**src/deq_pkg.sv**
```systemverilog
`timescale 1ns / 1ps
// Package for the double-ended queue: sizes, operation and status codes,
// and the controller state and result types. No dependencies.
package deq_pkg;

  localparam int DEPTH   = 1024;
  localparam int AW      = (DEPTH > 1) ? $clog2(DEPTH) : 1;
  localparam int CNTW    = $clog2(DEPTH + 1);
  localparam int DW      = 32;
  localparam int COUT_W  = 11;

  typedef enum logic [1:0] {
    OP_PUSH_FRONT = 2'd0,
    OP_PUSH_BACK  = 2'd1,
    OP_POP_FRONT  = 2'd2,
    OP_POP_BACK   = 2'd3
  } op_t;

  typedef enum logic [1:0] {
    STAT_OK        = 2'd0,
    STAT_OVERFLOW  = 2'd1,
    STAT_UNDERFLOW = 2'd2
  } status_t;

  typedef enum logic {
    S_IDLE,
    S_RESP
  } state_t;

  typedef struct packed {
    logic              valid;
    logic              pop_ok;
    status_t           status;
    logic [CNTW-1:0]   count;
  } res_t;

endpackage

```
**src/deq_ctrl.sv**
```systemverilog
`timescale 1ns / 1ps
// Queue controller: head pointer, occupancy count, ring address arithmetic
// and the accept/respond sequence. Depends on deq_pkg.
module deq_ctrl (
  input  logic                     clk,
  input  logic                     rst_n,
  input  logic                     in_valid,
  output logic                     in_ready,
  input  deq_pkg::op_t             op,
  input  logic [deq_pkg::DW-1:0]   push_value,
  input  logic                     res_load,
  output deq_pkg::res_t            res,
  output logic                     mem_en,
  output logic                     mem_we,
  output logic [deq_pkg::AW-1:0]   mem_addr,
  output logic [deq_pkg::DW-1:0]   mem_wdata
);

  deq_pkg::state_t              state_r, state_nxt;
  logic [deq_pkg::AW-1:0]       head_r, head_nxt;
  logic [deq_pkg::CNTW-1:0]     count_r, count_nxt;
  logic                         pop_ok_r, pop_ok_nxt;
  deq_pkg::status_t             status_r, status_nxt;

  logic                         fire;
  logic                         full;
  logic                         empty;
  logic [deq_pkg::CNTW-1:0]     offset;
  logic [deq_pkg::AW:0]         pos_sum;
  logic [deq_pkg::AW-1:0]       pos_wrap;
  logic [deq_pkg::AW-1:0]       head_dec;
  logic [deq_pkg::AW-1:0]       head_inc;

  assign in_ready = (state_r == deq_pkg::S_IDLE);
  assign fire     = in_valid && in_ready;
  assign full     = (count_r == deq_pkg::CNTW'(deq_pkg::DEPTH));
  assign empty    = (count_r == '0);

  assign head_dec = (head_r == '0) ? deq_pkg::AW'(deq_pkg::DEPTH - 1)
                                   : head_r - deq_pkg::AW'(1);
  assign head_inc = (head_r == deq_pkg::AW'(deq_pkg::DEPTH - 1)) ? '0
                                   : head_r + deq_pkg::AW'(1);

  always_comb begin
    offset = (op == deq_pkg::OP_POP_BACK) ? count_r - deq_pkg::CNTW'(1) : count_r;
    pos_sum = {1'b0, head_r} + (deq_pkg::AW + 1)'(offset);
    if (pos_sum >= (deq_pkg::AW + 1)'(deq_pkg::DEPTH)) begin
      pos_wrap = deq_pkg::AW'(pos_sum - (deq_pkg::AW + 1)'(deq_pkg::DEPTH));
    end else begin
      pos_wrap = deq_pkg::AW'(pos_sum);
    end
  end

  always_ff @(posedge clk) begin
    if (!rst_n) begin
      state_r <= deq_pkg::S_IDLE;
      head_r  <= '0;
      count_r <= '0;
    end else begin
      state_r <= state_nxt;
      head_r  <= head_nxt;
      count_r <= count_nxt;
    end
  end

  always_ff @(posedge clk) begin
    pop_ok_r <= pop_ok_nxt;
    status_r <= status_nxt;
  end

  always_comb begin
    state_nxt  = state_r;
    head_nxt   = head_r;
    count_nxt  = count_r;
    pop_ok_nxt = pop_ok_r;
    status_nxt = status_r;
    mem_en     = 1'b0;
    mem_we     = 1'b0;
    mem_addr   = pos_wrap;
    mem_wdata  = push_value;
    case (state_r)
      deq_pkg::S_IDLE: begin
        if (fire) begin
          state_nxt  = deq_pkg::S_RESP;
          pop_ok_nxt = 1'b0;
          status_nxt = deq_pkg::STAT_OK;
          case (op)
            deq_pkg::OP_PUSH_FRONT: begin
              if (full) begin
                status_nxt = deq_pkg::STAT_OVERFLOW;
              end else begin
                mem_en    = 1'b1;
                mem_we    = 1'b1;
                mem_addr  = head_dec;
                head_nxt  = head_dec;
                count_nxt = count_r + deq_pkg::CNTW'(1);
              end
            end
            deq_pkg::OP_PUSH_BACK: begin
              if (full) begin
                status_nxt = deq_pkg::STAT_OVERFLOW;
              end else begin
                mem_en    = 1'b1;
                mem_we    = 1'b1;
                count_nxt = count_r + deq_pkg::CNTW'(1);
              end
            end
            deq_pkg::OP_POP_FRONT: begin
              if (empty) begin
                status_nxt = deq_pkg::STAT_UNDERFLOW;
              end else begin
                mem_en     = 1'b1;
                mem_addr   = head_r;
                pop_ok_nxt = 1'b1;
                head_nxt   = head_inc;
                count_nxt  = count_r - deq_pkg::CNTW'(1);
              end
            end
            default: begin
              if (empty) begin
                status_nxt = deq_pkg::STAT_UNDERFLOW;
              end else begin
                mem_en     = 1'b1;
                pop_ok_nxt = 1'b1;
                count_nxt  = count_r - deq_pkg::CNTW'(1);
              end
            end
          endcase
        end
      end
      deq_pkg::S_RESP: begin
        if (res_load) begin
          state_nxt = deq_pkg::S_IDLE;
        end
      end
      default: begin
        state_nxt = deq_pkg::S_IDLE;
      end
    endcase
  end

  assign res.valid  = (state_r == deq_pkg::S_RESP);
  assign res.pop_ok = pop_ok_r;
  assign res.status = status_r;
  assign res.count  = count_r;

endmodule
```
**config.mk**
```make
export PLATFORM = sky130hd
export DESIGN_NAME = deq_ctrl
export DESIGN_NICKNAME = d
export VERILOG_FILES = /design/src/deq_pkg.sv /design/src/deq_ctrl.sv
export SDC_FILE = /design/constraint.sdc
export NUM_CORES = 1
export LEC_CHECK = 0
export BUFFER_PORTS_ARGS = -buffer_cell sky130_fd_sc_hd__clkbuf_2
export CORE_UTILIZATION = 35
export DETAILED_ROUTE_END_ITERATION = 8
export PLACE_DENSITY_LB_ADDON = 0.05
export SETUP_SLACK_MARGIN = 0.05
export SYNTH_ARGS = -nofsm -noshare
export SYNTH_HDL_FRONTEND = slang
export SYNTH_SLANG_ARGS = --single-unit
```
**constraint.sdc**
```tcl
create_clock -name clk -period 4.1 [get_ports clk]
set_input_delay 0.82 -clock clk [delete_from_list [all_inputs] [get_ports clk]]
set_output_delay 0.82 -clock clk [all_outputs]
set_load 0.1 [all_outputs]
```
==> reports/qor.yml, run 1 <==
worstPathRequired_ns: 3.28
die_h_um: 96.2
place_ws_ns: -0.0819
ys_async_sr_fraction: 0
grt.overflow.total: 0
synth_commonest_cells: "a21oi_1, buf_4, nor2_1, o21ai_0, nand2_1"
drc: 0
placed_area_um2: 3420
synth_cell_types: 69
ir_worst_vdd_v: 0.000227
final_util: 0.435
syn_inst: 425
area_delta_synth_final_pct: 17.5
dp.cells: 516
grt_max_degree: 19
wl_mm: 9.99
drv_cap: 0
n_antenna_cell: 0
drive_gt1_frac: 0.291
powerDensity_nw_per_um2: 546
r2r_cells: 9
cts_sinks: 25
antenna_found_initial: 0
cts_buffer_depth: 2
worstHoldPathType: "flop to flop"
grt_pass1_wl_mm: 16.1
worstPathArrival_ns: 3.20
slew_headroom: 0.540
crit_start: "op[0]"
leakagePower_uw: 0.00139
setup_viol: 0
ys.flop_type: "dfxtp_1"
yosysWarningCount: 0
worst_slack_ns: 0.0811
crit_path_max_fanout: 5
clock.fmax_mhz: 249
cp-start-kind: "primary input"
postCtsHoldBufs: 0
syn_nets: 477
nets: 479
synth_edf_count: 3
timing.final.crit_share: 0.980
gp_congestion: 0.854
syn_area_um2: 3100
num_rows: 33
syn_area_per_cell_um2: 7.30
cts_tree: "yes"
synth_top_cell_by_area: "dfxtp_1"
clk_pin_slew_ns: 0.10
clockRootBuffer: "clkbuf_8"
drt.antenna.violating_nets: 0
worstSetupEndpointType: "output pin"
critical_path_class: "primary input to output pin"
vias: 3151
portBuffers: 33
ys_seq_elements: 25
synth.most_common_cell: "a21oi_1"
core_um2: 8380
max_slew.worst_pin.slew_ns: 0.684
gr-usage-all-layers: 0.229
synth_area_leaders: "dfxtp_1, buf_4, a21oi_1"
grt_pass1_vias: 2965
die_x_um: 96.2
cts-buffers-inserted: 3
slew_violations: 0
start_util: 0.370
initialDrtViolationCount: 212
hpwl_mm: 7.40
outcome: "finished, final reports clean"
clock_latency_ns: 0.28
hold_depth: 2
hold_viol: 0
die_area_um2: 9250
skew_ns: 0.00672
design_area_um2: 3650
yosysSeqAreaShare: 0.171
pin_count: 98
fin_crit_ns: 4.02
setup_tns_ns: 0
avgViaCountPerCell: 5.93
dr.pass1.iters: 4
post-synth-top-area-fraction: 0.142
num-fill-cells: 884
rsz0062_at_grt: "yes"
wl_per_cell_um: 18.8
hp-start: "count_r[1]"
fin_cells: 531
htree_levels: 1
r2r-start: "count_r[0]"
## where the power goes
part	leakage, uW	internal (uW)	switching, uW	total, uW
combinational	0.00115	538	942	1480
sequential	0.000213	282	72.0	354
clock	0.0000228	69.8	88.6	158
total	0.00139	890	1100	1990
## registers in the layout, summed over array words and instances, names as in the netlist
signal    cells
status_r      2
head_r       10
count_r      11
state_r       1
pop_ok_r      1
## layout make-up
| type | instances | area, um2 | area share |
|---|---|---|---|
| Multi-Input combinational cell | 316 | 2300 | 0.631 |
| Inverter | 14 | 55.1 | 0.0151 |
| Sequential cell | 25 | 547 | 0.150 |
| Tap cell | 105 | 131 | 0.0360 |
| Timing Repair Buffer | 67 | 567 | 0.155 |
| Clock buffer | 4 | 45.0 | 0.0123 |
## worst paths after layout
| check | to | slack (ns) |
|---|---|---|
| worst min register to register | count_r[1] | 0.51 |
| worst max register to register | head_r[0] | 1.35 |
| worst max-delay path | mem_addr[9] | 0.08 |
| worst min-delay path | count_r[1] | 0.51 |
## what timing repair did
action                     4_1_cts  5_1_grt
pin swaps                        2       12
setup buffers                    4        7
setup endpoints to repair        4        4
resized for setup                6       18
cloned                           0        0
## cell families (layout without fill, tap and decap cells)
logic type,count (synthesis),count (layout),synth area share
AO/OA/AOI/OAI,121,121,0.265
XOR/XNOR,27,27,0.0762
adder cells (fa/ha/maj),14,14,0.0589
buffers and inverters,84,85,0.155
flip-flops,25,25,0.171
multiplexers,3,3,0.0101
AND/OR/NAND/NOR,151,151,0.264
## routing by layer
metal  GRT usage  wire [um]  up-vias
li1            -          -     1531
met1       0.290       4400     1512
met5           0          0        -
met2       0.409       4990       85
met3      0.0276        376       23
met4      0.0510        217        0
## layout by cell type, fill, tap and decap left out, drive strengths merged, types with 13 or more instances in the layout
cell type,Yosys,final
nor2,36,36
dfxtp,22,22
inv,13,13
o21ai,29,29
ha,13,13
buf,48,43
a21oi,38,38
xnor2,16,16
nor3,20,20
clkbuf,22,28
nand2,24,24
## stage by stage
stage               hold slack, ns  total power, uW
floorplan                    0.483             1540
global placement             0.512             1750
detailed placement           0.511             1750
CTS                          0.529             1950
global route                 0.521             2110
finish                       0.508             1990
## worst max-delay path, stage by stage
cell and delay, ns:
clkbuf_2 0.11, or4bb_4 0.56, nor3_2 0.13, xor2_1 0.18, ha_1 0.26, buf_4 0.16, and3_1 0.15, nor3_2 0.22
a21oi_1 0.09, o211ai_1 0.25, clkbuf_16 0.25
No activity file was read; power rests on OpenSTA's default activity.
==> inputs of run 2 (changes only) <==
==> constraint.sdc (replaced) <==
create_clock -name clk -period 4.1 [get_ports clk]
set_input_delay 0.615 -clock clk [delete_from_list [all_inputs] [get_ports clk]]
set_output_delay 0.615 -clock clk [all_outputs]
set_load 0.1 [all_outputs]
==> run 2 against run 1 <==
- clock skew decreased by 0.0020 ns
- final cell count decreased by 2.1%
- highest routed layer unchanged
- largest cell class unchanged
- largest power group unchanged
- utilization decreased by 2.4 points
==> reports/qor.yml, run 2 (synthesis gave the netlist of run 1 again) <==
num_rows: 33  # unchanged
holdWs_ns: 0.533  # +0.0249 ns
grt_pass1_vias: 2891  # -2.5%
setup_viol: 0  # unchanged
pin_count: 98  # unchanged
htree_levels: 1  # unchanged
outcome: "finished, final reports clean"
fin_cells: 520  # -2.1%
dr.pass1.iters: 4  # unchanged
slew_violations: 0  # unchanged
ir_worst_vdd_v: 0.000343  # +51%
wl_per_cell_um: 19.3  # +2.7%
rsz0062_at_grt: "no"
drc: 0  # unchanged
die_area_um2: 9250  # unchanged
largest_reg_flops: 11  # unchanged
cts_tree: "yes"
start_util: 0.370  # unchanged
clock.fmax_mhz: 256  # +2.9%
reg_top3: "count_r (11), head_r (10), status_r (2)"
die_x_um: 96.2  # unchanged
clock_latency_ns: 0.29  # about the same
grt_pass1_wl_mm: 16.0  # -0.56%
n_antenna_cell: 0  # unchanged
nets: 468  # -2.3%
slew_headroom: 0.431  # -0.108
cpPeakStageDelay_ns: 0.50  # -0.06 ns
crit_path_max_fanout: 7  # +2
initialDrtViolationCount: 272  # +28%
drt.antenna.violating_nets: 0  # unchanged
mostFrequentLayoutCell: "a21oi_1"
powerDensity_nw_per_um2: 553  # +1.1%
largest-register: "count_r"
critical_path_class: "flop to output pin"
worstSetupEndpointType: "output pin"
worst_slack_ns: 0.194  # +0.113 ns
cts-buffers-inserted: 3  # unchanged
final_cell_mix: "a21oi_1, nor2_1, o21ai_0"
cp-start-kind: "flop"
timing.final.crit_share: 0.953  # -0.0275
drv_cap: 0  # unchanged
vias: 3098  # -1.7%
hold_viol: 0  # unchanged
crit_chain: "inv_1 > ha_4 > or4b_4 > nor3_4 > xor2_2 > ha_4 > nand4_1 > nor3_2 > nor3_2 > a2111o_1 > o211ai_1 > clkbuf_16"
cts_buffer_depth: 2  # unchanged
portBuffers: 33  # unchanged
power_uw: 1910  # -4.3%
num-fill-cells: 917  # +3.7%
clockRootBuffer: "clkbuf_8"
avgViaCountPerCell: 5.96  # +0.40%
core_um2: 8380  # unchanged
worst_path_max_delay_cell: "or4b_4"
worstHoldPathType: "flop to flop"
final_util: 0.412  # -0.0236
wl_mm: 10.0  # +0.59%
fin_crit_ns: 3.91  # -0.113 ns
postCtsHoldBufs: 0  # unchanged
gr-usage-all-layers: 0.227  # -0.00134
path_buf_inv: 2  # -1
dp.cells: 509  # -1.4%
grt_max_degree: 22  # +3
antenna_found_initial: 0  # unchanged
skew_ns: 0.00476  # -0.00197 ns
gp_congestion: 0.847  # -0.77%
leakagePower_uw: 0.00130  # -6.6%
grt.overflow.total: 0  # unchanged
worstPathRequired_ns: 3.48  # +0.20 ns
crit_family: "simple AND/OR/NAND/NOR gates"
die_h_um: 96.2  # unchanged
drive_gt1_frac: 0.251  # -0.0405
max_slew.worst_pin.slew_ns: 0.844  # +0.160 ns
hpwl_mm: 7.27  # -1.7%
worstPathArrival_ns: 3.29  # +0.09 ns
clk_pin_slew_ns: 0.11  # about the same
place_ws_ns: 0.282  # +0.363 ns
area_delta_synth_final_pct: 11.2
cts_sinks: 25  # unchanged
==> run 2: per-layer routing <==
layer  part of all wire  GRT usage  routed length (um)
met5                  0          0                   0
met4              0.014     0.0647                 142
met3              0.063     0.0276                 631
met2               0.42      0.330                4200
met1               0.50      0.345                5070
==> run 2: repair_timing <==
action                                  in CTS  in global routing
resized for setup                            0                 14
buffers inserted                             1                  6
endpoints found under the setup margin       2                  5
pin swaps                                    0                  4
==> run 2: where the power goes <==
group          switching, uW  internal (uW)  total (uW)
clock network           97.4           70.1         167
logic                    919            462        1380
registers               75.6            282         358
total                   1090            814        1910
==> run 2: tightest hold or removal path, stage by stage, from the launching register on <==
cell and delay [ns]:
dfxtp_1 0.36, nand2b_1 0.08, a21oi_1 0.06
==> run 2: per-stage QoR <==
stage	TNS, ns	area [um2]
floorplan	-0.646	3210
global placement	0	3290
detailed placement	0	3290
CTS	0	3340
global route	0	3450
finish	0	3450
==> run 2: final timing paths <==
path,cells past startpoint,end,slack [ns],from
min,2,state_r,0.53,state_r
max,12,mem_addr[9],0.19,count_r[0]
min reg2reg,2,state_r,0.53,state_r
max reg2reg,8,head_r[8],1.14,count_r[0]
==> run 2: final cells by class <==
type	instances	area, um2	area share
flip-flops and latches	25	547	0.159
well taps	105	131	0.0381
multi-input cells	316	2220	0.644
clock buffers	4	45.0	0.0131
repair buffers	56	453	0.131
inverters	14	52.6	0.0152
